===== config.mk =====
export PLATFORM = sky130hd
export DESIGN_NAME = mbte_mulmod
export DESIGN_NICKNAME = d
export VERILOG_FILES = /design/src/rtl/core/mbte_pkg.sv /design/src/rtl/core/mbte_mulmod.sv
export SDC_FILE = /design/constraint.sdc
export NUM_CORES = 1
export LEC_CHECK = 0
export ABC_AREA = 1
export BUFFER_PORTS_ARGS = -buffer_cell sky130_fd_sc_hd__buf_4
export CORE_MARGIN = 3
export CORE_UTILIZATION = 61
export DETAILED_ROUTE_END_ITERATION = 10
export GPL_ROUTABILITY_DRIVEN = 0
export PLACE_DENSITY = 0.87
export SYNTH_ARGS = -nofsm -noshare
export SYNTH_HDL_FRONTEND = slang
export SYNTH_SLANG_ARGS = --single-unit
export TNS_END_PERCENT = 10

===== constraint.sdc =====
create_clock -name i_clk -period 5.32 [get_ports i_clk]
set_clock_uncertainty 0.2 [all_clocks]
set_input_delay 1.064 -clock i_clk [delete_from_list [all_inputs] [get_ports i_clk]]
set_output_delay 1.064 -clock i_clk [all_outputs]
set_load 0.05 [all_outputs]

===== src/rtl/core/mbte_pkg.sv =====
// Package: constants, types and state encoding for the binomial table engine.
`timescale 1ns / 1ps
package mbte_pkg;
    localparam int TABLE_SIZE = 65536;
    localparam int ADDR_W = $clog2(TABLE_SIZE);
    localparam int VAL_W = 30;
    localparam logic [VAL_W-1:0] PRIME = 30'd1000000007;

    typedef enum logic [1:0] {
        MODE_BUILD = 2'd0,
        MODE_NPR   = 2'd1,
        MODE_NCR   = 2'd2,
        MODE_NHR   = 2'd3
    } t_mode;

    typedef enum logic [4:0] {
        S_IDLE,
        S_FAC_MUL, S_FAC_WAIT,
        S_EXP_INIT, S_EXP_SQ, S_EXP_SQW, S_EXP_MUL, S_EXP_MULW,
        S_INV_MUL, S_INV_WAIT,
        S_Q_READ, S_Q_DATA, S_Q_MUL1, S_Q_MUL1W, S_Q_MUL2, S_Q_MUL2W,
        S_OUT
    } t_state;

    typedef struct packed {
        logic             start;
        logic [VAL_W-1:0] a;
        logic [VAL_W-1:0] b;
    } t_mul_req;

    typedef struct packed {
        logic             done;
        logic [VAL_W-1:0] p;
    } t_mul_rsp;
endpackage


===== src/rtl/core/mbte_mulmod.sv =====
// Shift-add modular multiplier: one bit of b per cycle.
`timescale 1ns / 1ps
module mbte_mulmod (
    input  logic              i_clk,
    input  logic              i_rst_n,
    input  mbte_pkg::t_mul_req i_req,
    output mbte_pkg::t_mul_rsp o_rsp
);
    localparam int W = mbte_pkg::VAL_W;
    logic [W-1:0] r_a, r_acc, n_acc;
    logic [W-1:0] r_b;
    logic [$clog2(W+1)-1:0] r_cnt;
    logic r_busy, r_done;
    logic [W:0] dbl, add;

    always_comb begin
        dbl = {r_acc, 1'b0};
        if (dbl >= {1'b0, mbte_pkg::PRIME}) dbl = dbl - {1'b0, mbte_pkg::PRIME};
        add = dbl + {1'b0, r_a};
        if (r_b[W-1]) begin
            if (add >= {1'b0, mbte_pkg::PRIME}) add = add - {1'b0, mbte_pkg::PRIME};
            n_acc = add[W-1:0];
        end else begin
            n_acc = dbl[W-1:0];
        end
    end

    always_ff @(posedge i_clk) begin
        if (!i_rst_n) begin
            r_busy <= 1'b0;
            r_done <= 1'b0;
        end else begin
            r_done <= 1'b0;
            if (i_req.start) begin
                r_busy <= 1'b1;
                r_a    <= i_req.a;
                r_b    <= i_req.b;
                r_acc  <= '0;
                r_cnt  <= '0;
            end else if (r_busy) begin
                r_acc <= n_acc;
                r_b   <= {r_b[W-2:0], 1'b0};
                r_cnt <= r_cnt + 1'b1;
                if (r_cnt == ($clog2(W+1))'(W-1)) begin
                    r_busy <= 1'b0;
                    r_done <= 1'b1;
                end
            end
        end
    end
    assign o_rsp.done = r_done;
    assign o_rsp.p    = r_acc;
endmodule


==> metrics.md, run 1 <==
| Metric | Value |
|---|---|
| Post-Synthesis Cell Area | `between 8000 and 9000 µm²` |
| Initial antenna violation count | `0` |
| Worst-Skew Late Latency | `roughly 360 ps` |
| Starting density of the core | `0.6309` |
| Leakage | `between 5 and 6 nW` |
| Commonest non-fill, non-tap cell in the layout | `nand2_1` |
| Worst-case reg-to-reg path depth | `34` |
| CTS tree | `yes` |
| Residual DRC | `0` |
| Post-synth EDFFs | `between 90 and 100` |
| Clock Pin Slew Worst Setup and Hold Paths | `about 70 ps` |
| CTS Buffer Depth | `2` |
| Vias in the first global route | `8420` |
| Minimum clock period | `5130 ps` |
| Synthesis warning total | `0` |
| Hold WC Path Type | `reg -> reg` |
| WL final | `~25000 µm` |
| TritonRoute pass-1 iters | `6` |
| Routed len/inst | `15.09 µm` |
| IO buf count | `93` |
| Hold Crit Depth | `2` |
| Dominant synthesized flop cell | `edfxtp_1` |
| Sequential area share after synthesis | `0.3265` |
| CTS buffer count | `9` |
| Fin worst setup slack | `about 190 ps` |
| FFs w/ async S/R, synth | `0` |
| Site row count | `43` |
| Unrepaired setup endpoints after global routing | `true` |
| Peak supply drop | `~0.33 mV` |
| Max Slew Vio Count | `0` |
| Die ar. | `roughly 16000 µm²` |
| Htree depth | `3` |
| Worst-margin pin slew | `between 1000 and 1500 ps` |
| CP Data Arrival Time | `slightly above 5000 ps` |
| Worst hold endpoint | `r_done` |
| Setup crit start kind | `flip-flop` |
| Clock net sink count | `97` |
| Relative slew slack | `0.1849` |
| Worst setup path startpoint | `r_acc[2]` |
| Max Cap Violations | `0` |
| Die width | `126.5 µm` |
| First-pass GRT wire length | `between 30000 and 40000 µm` |
| Post-DR vias/cell | `between 5 and 6` |
| Core Util, Final | `0.7513` |
| N_diodes | `0` |
| Synth unique cells | `about 40` |
| Final hold vios | `0` |
| Slowest-stage cell, CP | `edfxtp_1` |
| Synthesis-to-layout area growth | `19.08%` |
| Hold wc startpoint | `r_busy` |
| Crit end category | `flip-flop` |
| Post-DRT Antenna Nets | `0` |
| Internal reg-to-reg setup slack | `about 190 ps` |
| Synth Instances | `between 1k and 1.5k` |
| Final setup fails | `0` |
| Syn_nets | `about 1.5k` |
| Largest net degree at the start of global routing | `just under 60` |
| I/O pin count | `94` |
| Vias after detailed routing | `approximately 9.3k` |
| GRT Overall Usage | `0.2999` |
| Die Span Y | `approximately 130 µm` |
| Share of layout cells above drive strength 1 | `0.1807` |
| Critical setup path kind | `reg -> reg` |
| Synthesized area per cell | `approximately 6.4 µm²` |
| Outcome | `finished, final reports clean` |
| Pre-CTS WS | `171.4 ps` |
| CP required | `5240 ps` |
| Most frequent cells in the layout | `nand2_1 (519), inv_1 (229), nand3_1 (129)` |
| Final worst-path cycle share | `0.9643` |
| Worst Path Max Fanout | `29` |
| Total global routing overflow | `0` |
| Total power | `5.489 mW` |
| Crit path top cell by count | `nand2_1` |
| R2R Path Start | `r_acc[2]` |
| Nets | `~1.6k` |
| Slowest stage delay, CP | `440 ps` |
| 1st-iter DRT viols | `1352` |
| Pwr dens | `520.3 nW/µm²` |
| Core area | `around 14000 µm²` |
| Root buffer cell | `clkbuf_16` |
| Worst reg2reg endpoint | `r_acc[8]` |
| #FFs+latches synth | `97` |
| Setup TNS | `0 ps` |
| Hpwl dp | `18600 µm` |
| Fmax | `0.1949 GHz` |
stage by stage:
step,std cells,hold slack [ps],cell area (µm²)
after floorplan,1379,236.2,8860
after global placement,1641,269.5,9762
after detailed placement,1641,292.1,9762
after CTS,1657,303.5,10070
after global routing,1680,339.7,10550
final,1680,302.9,10550
final cells by class:
cell class / instances / area, µm²
Fill cell: 1072 / 3492
Clock inverter: 6 / 83.83
Timing Repair Buffer: 129 / 988.4
Clock buffer: 10 / 229.0
Tap cell: 180 / 225.2
Sequential cell: 97 / 2893
Multi-Input combinational cell: 1003 / 5174
Inverter: 255 / 957.2
kinds of logic (layout without fill, tap and decap cells):
group | after synthesis | after routing | synth area share
and+or+nand+nor | 844 | 844 | 0.4111
buffers and inverters | 279 | 400 | 0.1231
DFF | 97 | 97 | 0.3265
AOI/OAI and AO/OA | 93 | 93 | 0.05833
xor gates and xnor gates | 31 | 31 | 0.03065
adders and majority gates | 35 | 35 | 0.05028
timing repair:
item | CTS | global route
hold endpoints to repair | 0 | 0
buffers inserted | 0 | 23
setup endpoints to repair | 0 | 30
resized for setup | 0 | 66
hold buffers | 0 | 0
worst max path at each step:
stage | to | slack [ps] | cells past startpoint
6_report | r_acc[8] | 190 | 34
5_1_grt | r_acc[19] | -120 | 33
4_1_cts | r_acc[19] | 140 | 29
3_5_place_dp | r_acc[7] | 170 | 33
3_3_place_gp | r_acc[19] | 170 | 31
2_1_floorplan | r_acc[19] | 620 | 33
synthesized netlist by cell type (all sizes together), types with 7 or more instances:
library cell	number	area share
xor2	25	0.025
o21ai	25	0.014
nand4	28	0.020
ha	34	0.048
inv	255	0.11
nand3b	7	0.0059
nand3	141	0.087
nor3	9	0.0056
a21oi	54	0.031
nand2	540	0.23
edfxtp	95	0.32
clkbuf	13	0.0055
nor2	110	0.052
buf	11	0.0096
routing by layer:
metal	track usage	up-vias	share of wire
met2	0.4900	466	0.47
met3	0.05853	95	0.082
li1	-	4569	-
met1	0.3759	4162	0.39
met4	0.1596	0	0.057
met5	0	-	0
registers in the layout (all words and copies together) (netlist names):
| signal | count |
|---|---|
| r_a | 30 |
| r_acc | 30 |
| r_b | 30 |
| r_cnt | 5 |
| r_busy | 1 |
| r_done | 1 |
worst max-delay path: cells and delay by family (launching register included):
family	cells	cell delay (ps)
buffers and inverters	7	770
adders and majority gates	2	630
xor gates and xnor gates	1	200
and+or+nand+nor	21	2190
DFF	1	440
AOI/OAI and AO/OA	3	430
power by group:
group | leakage (nW) | switching (mW) | total (mW) | internal, mW
Sequential | 0.938 | 0.0829 | 1.05 | 0.964
Clock | 0.153 | 0.323 | 0.701 | 0.378
Combinational | 4.52 | 2.53 | 3.74 | 1.22
No activity file was read; power rests on OpenSTA's default activity.
==> run 2: changes to the inputs <==
Settings changed: CORE_UTILIZATION 61 to 45, PLACE_DENSITY 0.87 to 0.69.
==> run 2 against run 1 <==
Net effect:
- sequential power about the same
- first-iteration DRC count decreased by 45%
- non-clock buffer count increased by 3
- final cell count up 4.9%
- combinational power down 2%
- sequential share of layout area shrank 0.19 points
- clock power decreased by 2%
- via count fell by 4.1%
- setup slack better by 150 ps
- register-to-register slack improved by 150 ps
==> metrics.md, run 2 (synthesized netlist as in run 1, its figures left out) <==
| Metric | Value |
|---|---|
| Outcome | `finished, final reports clean` |
| Residual DRC | `0 (unchanged)` |
| Hold wc startpoint | `r_busy` |
| Clock net sink count | `97 (unchanged)` |
| Worst-Skew Late Latency | `370 ps (about the same)` |
| Max Cap Violations | `0 (unchanged)` |
| Clock Pin Slew Worst Setup and Hold Paths | `80 ps (about the same)` |
| Combinational Power Share | `0.680 (-0.002)` |
| CTS buffer count | `9 (unchanged)` |
| Switching power total | `2.901 mW (-1.1%)` |
| Worst hold endpoint | `r_done` |
| Switching share of power | `0.5372 (+0.002983)` |
| Global routing met1 resource utilization | `0.3044 (-0.07146)` |
| Synthesis-to-layout area growth | `19.91%` |
| Worst-margin pin slew | `829.5 ps (-391.8 ps)` |
| Top Usage Layer GRT | `met2` |
| Design area | `10620 µm² (+0.70%)` |
| Post-DR vias/cell | `5.056 (-8.6%)` |
| Crit path top cell by count | `nand2_1` |
| Critical setup path kind | `reg -> reg` |
| Relative slew slack | `0.4451 (+0.2601)` |
| Int Pwr | `2.499 mW (-2.3%)` |
| Hold WC Path Type | `reg -> reg` |
| TritonRoute pass-1 iters | `5 (-1)` |
| GRT Overall Usage | `0.2290 (-0.07097)` |
| # hold bufs at CTS | `0 (unchanged)` |
| Filler cell count | `1913 (+78%)` |
| R2R Path Start | `r_acc[25]` |
| CTS Buffer Depth | `2 (unchanged)` |
| Core area | `19020 µm² (+35%)` |
| Dpl cell area | `9907 µm² (+1.5%)` |
| Commonest non-fill, non-tap cell in the layout | `nand2_1` |
| Root buffer cell | `clkbuf_16` |
| Clock Power Share | `0.128 (about the same)` |
| Leakage | `5.617 nW (about the same)` |
| Peak supply drop | `0.2921 mV (-11%)` |
| Routed len/inst | `14.06 µm (-6.8%)` |
| Htree depth | `3 (unchanged)` |
| Die width | `146.3 µm (+16%)` |
| Hold Crit Depth | `2 (unchanged)` |
| CP Data Arrival Time | `4900 ps (-150 ps)` |
| Fmax | `0.2008 GHz (+3.0%)` |
| Share of layout cells above drive strength 1 | `0.1770 (-0.003687)` |
| Most frequent cells in the layout | `nand2_1 (520), inv_1 (230), buf_4 (130)` |
| Internal reg-to-reg setup slack | `340 ps (+150 ps)` |
| Max Slew Vio Count | `0 (unchanged)` |
| I/O pin count | `94 (unchanged)` |
| Crit end category | `flip-flop` |
| Register share of total power | `0.192 (about the same)` |
| CP required | `5250 ps (about the same)` |
| Post-DRT Antenna Nets | `0 (unchanged)` |
| Site row count | `50 (+16%)` |
| Setup crit start kind | `flip-flop` |
| Die ar. | `21410 µm² (+34%)` |
| Largest net degree at the start of global routing | `58 (unchanged)` |
| GR Util met2 | `0.3811 (-0.1089)` |
| Slowest-stage cell, CP | `edfxtp_1` |
| Hpwl dp | `19520 µm (+4.9%)` |
| Largest regs | `r_a: 30 flops, r_acc: 30 flops, r_b: 30 flops` |
| Worst-case reg-to-reg path depth | `30 (-12%)` |
| Starting density of the core | `0.4659 (-0.1651)` |
| Initial antenna violation count | `0 (unchanged)` |
| Final worst-path cycle share | `0.9359 (-0.02838)` |
| First-pass GRT wire length | `40140 µm (+2.5%)` |
| Minimum clock period | `4979 ps (-151.0 ps)` |
| Setup TNS | `0 ps (unchanged)` |
| Final hold vios | `0 (unchanged)` |
| M3 GR Usage | `0.03942 (-0.01911)` |
| Nets | `1596 (+0.19%)` |
| Die Span Y | `146.3 µm (+16%)` |
| Vias in the first global route | `8180 (-2.9%)` |
| Unrepaired setup endpoints after global routing | `false` |
| Worst Path Max Fanout | `23 (-21%)` |
| Total global routing overflow | `0 (unchanged)` |
| WL final | `24790 µm (-2.2%)` |
| Final setup fails | `0 (unchanged)` |
| Pwr dens | `508.3 nW/µm² (-2.3%)` |
| IO buf count | `93 (unchanged)` |
| 1st-iter DRT viols | `748 (-45%)` |
| N_diodes | `0 (unchanged)` |
| Slowest stage delay, CP | `470 ps (+30 ps)` |
| CTS tree | `yes` |
| Worst reg2reg endpoint | `r_acc[2]` |
| Vias after detailed routing | `8914 (-4.1%)` |
## run 2: cell types whose count changed in the layout (fill, tap and decap cells not counted), moves of 2 or more
cell / previous run / this run
buf_4: 126 / 130
inv_6: 3 / 0
clkinv_4: 0 / 2
nor3_2: 3 / 1
ha_2: 7 / 5
nor2_4: 10 / 12
nor3_1: 5 / 7
xor2_2: 14 / 9
inv_8: 1 / 4
xor2_1: 11 / 16
## run 2: cell type report
class,count,area [µm²],share of cell area
well taps,260,325.3,0.03062
clock buffers,9,225.2,0.02120
repair buffers,132,1007,0.09481
inverters,255,957.2,0.09010
multi-input cells,1003,5137,0.4836
flip-flops and latches,97,2893,0.2723
clock inverters,7,78.83,0.007420
## run 2: critical path, delay by kind of cell, from the launching register on
kind / cells / cell delay (ps)
simple gates: 18 / 2240
buf+inv: 8 / 930
flops: 1 / 470
fa+ha+maj: 1 / 380
xor+xnor: 1 / 270
compound gates: 2 / 210
## run 2: worst max-delay path by stage
stage | startpoint | to | slack (ps) | cells after the start
detailed placement | r_acc[7] | r_acc[6] | 270 | 31
global placement | r_acc[8] | r_acc[23] | 280 | 30
floorplan | r_acc[2] | r_acc[19] | 620 | 33
CTS | r_acc[25] | r_acc[23] | 200 | 30
global route | r_acc[23] | r_acc[13] | 1 | 35
finish | r_acc[25] | r_acc[2] | 340 | 30
## run 2: through the flow
stage	total power, mW	instances	setup slack (ps)	hold WS [ps]	util
after global placement	4.469	1727	277.0	272.7	0.5209
after CTS	5.212	1743	201.9	297.5	0.5369
after floorplan	3.678	1379	615.3	236.2	-
final	5.400	1763	341.1	295.5	0.5586
after global routing	5.905	1763	1.336	310.4	0.5586
after detailed placement	4.498	1727	265.1	283.2	0.5209
## run 2: power by group through the flow
stage / combinational, mW / clock, mW / sequential [mW]
2_1_floorplan: 2.48 / 0 / 1.19
3_3_place_gp: 3.41 / 0 / 1.06
3_5_place_dp: 3.44 / 0 / 1.06
4_1_cts: 3.46 / 0.708 / 1.04
5_1_grt: 4.12 / 0.736 / 1.05
6_report: 3.67 / 0.690 / 1.04
## run 2: repair_timing
item | CTS | global route
resized for setup | 0 | 57
buffers inserted | 0 | 20
setup endpoints to repair | 0 | 30
## run 2: layer usage
metal  vias to the layer above  wire length (µm)
met3                        47              1522
met2                       272             11700
li1                       4584                 -
met1                      4011             10760
met5                         -                 0
met4                         0               811
==> run 3: changes to the inputs <==
Clock period 5.32 ns to 4.68 ns, I/O delays scaled along.
==> run 3 against run 2 <==
Net effect:
- the flow now finishes with violations (negative setup slack)
- core utilization up 16 points
- sequential cell count unchanged
- largest cell class unchanged
- critical path depth up 3
- via count up 16%
- combinational power up 84%
- cell area up 28%
- clock-buffer cell count unchanged
- register-to-register slack worse by 430 ps
==> metrics.md, run 3 (synthesized netlist as in run 1, its figures left out) <==
| Metric | Value |
|---|---|
| Outcome | `finished with violations` |
| Failing checks | `negative setup slack` |
| Crit end category | `flip-flop` |
| Leakage | `6.879 nW (+22%)` |
| Clock Pin Slew Worst Setup and Hold Paths | `80 ps (about the same)` |
| Largest net degree at the start of global routing | `58 (unchanged)` |
| # hold bufs at CTS | `0 (unchanged)` |
| CP Data Arrival Time | `4700 ps (-200 ps)` |
| Fin worst setup slack | `-85.71 ps (-426.8 ps)` |
| Htree depth | `3 (unchanged)` |
| Total power | `8.693 mW (+61%)` |
| Die ar. | `21410 µm² (unchanged)` |
| Final hold vios | `0 (unchanged)` |
| Area of the multi-input gates | `6254 µm² (+22%)` |
| Dpl cell area | `11380 µm² (+15%)` |
| Filler cell count | `1507 (-21%)` |
| Worst-margin pin slew | `794.1 ps (-35.41 ps)` |
| Hpwl dp | `21190 µm (+8.6%)` |
| Synthesis-to-layout area growth | `53.31%` |
| GRT Overall Usage | `0.2471 (+0.01818)` |
| TritonRoute pass-1 iters | `5 (unchanged)` |
| CTS Buffer Depth | `2 (unchanged)` |
| Die Span Y | `146.3 µm (unchanged)` |
| Critical setup path kind | `reg -> reg` |
| Relative slew slack | `0.4687 (+0.02369)` |
| N_diodes | `0 (unchanged)` |
| Unrepaired setup endpoints after global routing | `true` |
| First-pass GRT wire length | `43500 µm (+8.4%)` |
| Peak supply drop | `0.3570 mV (+22%)` |
| Pre-CTS WS | `-276.2 ps (-541.3 ps)` |
| Residual DRC | `0 (unchanged)` |
| Design area | `13580 µm² (+28%)` |
| Root buffer cell | `clkbuf_16` |
| Slowest-stage cell, CP | `edfxtp_1` |
| Commonest non-fill, non-tap cell in the layout | `nand2_1` |
| Post-DR vias/cell | `5.184 (+2.5%)` |
| CP required | `4610 ps (-640 ps)` |
| CTS buffer count | `9 (unchanged)` |
| Clock net sink count | `97 (unchanged)` |
| Starting density of the core | `0.4659 (unchanged)` |
| Core area | `19020 µm² (unchanged)` |
| Register area | `2893 µm² (unchanged)` |
| Initial antenna violation count | `0 (unchanged)` |
| Total global routing overflow | `0 (unchanged)` |
| Max Slew Vio Count | `0 (unchanged)` |
| Minimum clock period | `4766 ps (-213.2 ps)` |
| CTS tree | `yes` |
| Routed len/inst | `15.10 µm (+7.4%)` |
| Vias after detailed routing | `10.30k (+16%)` |
| Die width | `146.3 µm (unchanged)` |
| Nets | `1820 (+14%)` |
| Min Hold Slack | `298.7 ps (+3.242 ps)` |
| Largest regs | `r_a: 30 flops, r_acc: 30 flops, r_b: 30 flops` |
| 1st-iter DRT viols | `781 (+4.4%)` |
| Vias in the first global route | `9314 (+14%)` |
| Site row count | `50 (unchanged)` |
| Hold WC Path Type | `reg -> reg` |
| Share of layout cells above drive strength 1 | `0.4117 (+0.2347)` |
| Worst-Skew Late Latency | `360 ps (about the same)` |
| Slowest stage delay, CP | `440 ps (-30 ps)` |
| Post-DRT Antenna Nets | `0 (unchanged)` |
| Final setup fails | `16 (+16)` |
| I/O pin count | `94 (unchanged)` |
| Pwr dens | `640.0 nW/µm² (+26%)` |
| IO buf count | `93 (unchanged)` |
| Fmax | `0.2098 GHz (+4.5%)` |
| Most frequent cells in the layout | `nand2_1 (413), buf_4 (334), inv_1 (205)` |
| Final worst-path cycle share | `1.018 (+0.08243)` |
| Worst Path Max Fanout | `16 (-30%)` |
| Max Cap Violations | `0 (unchanged)` |
| WL final | `30010 µm (+21%)` |
| Setup crit start kind | `flip-flop` |
[run 3: cell type report]
class / count / area share
Clock inverter: 7 / 0.005619
Tap cell: 260 / 0.02395
Sequential cell: 97 / 0.2130
Inverter: 255 / 0.07139
Timing Repair Buffer: 356 / 0.2091
Multi-Input combinational cell: 1003 / 0.4604
Clock buffer: 9 / 0.01658
[run 3: where the power goes]
| part | total (mW) | internal (mW) | switching [mW] |
|---|---|---|---|
| logic | 6.77 | 2.98 | 3.79 |
| clock network | 0.766 | 0.378 | 0.388 |
| registers | 1.16 | 1.09 | 0.0669 |
[run 3: path summary, 6_finish.rpt]
| check | startpoint | end | slack, ps | depth (start not counted) |
|---|---|---|---|---|
| min reg2reg | r_busy | r_done | 300 | 2 |
| min | r_busy | r_done | 300 | 2 |
| max | r_acc[6] | r_acc[8] | -90 | 33 |
| max reg2reg | r_acc[6] | r_acc[8] | -90 | 33 |
[run 3: through the flow]
stage	std cells	TNS, ps	util
after global routing	1987	-7572	0.7142
after CTS	1948	-146.4	0.6350
after detailed placement	1921	-6452	0.5982
after global placement	1921	-4883	0.5982
after floorplan	1379	0	-
final	1987	-645.9	0.7142
[run 3: worst max-delay path: cells and delay by family, from the launching register on]
kind            cells  cell delay [ps]
buf+inv             7              780
flops               1              440
xor+xnor            1              150
simple gates       22             2230
compound gates      2              410
fa+ha+maj           1              310
[run 3: what timing repair did]
item | 4_1_cts | 5_1_grt
pin swaps | 6 | 127
cloned | 2 | 1
resized for setup | 63 | 303
setup endpoints to repair | 30 | 30
buffers inserted | 9 | 38
[run 3: metal layers]
metal / global-route usage / wire, µm / vias to the layer above
met5: 0 / 0 / -
met4: 0.1176 / 1589 / 0
met3: 0.04004 / 1887 / 94
met2: 0.4168 / 14800 / 425
met1: 0.3095 / 11740 / 4746
li1: - / - / 5035
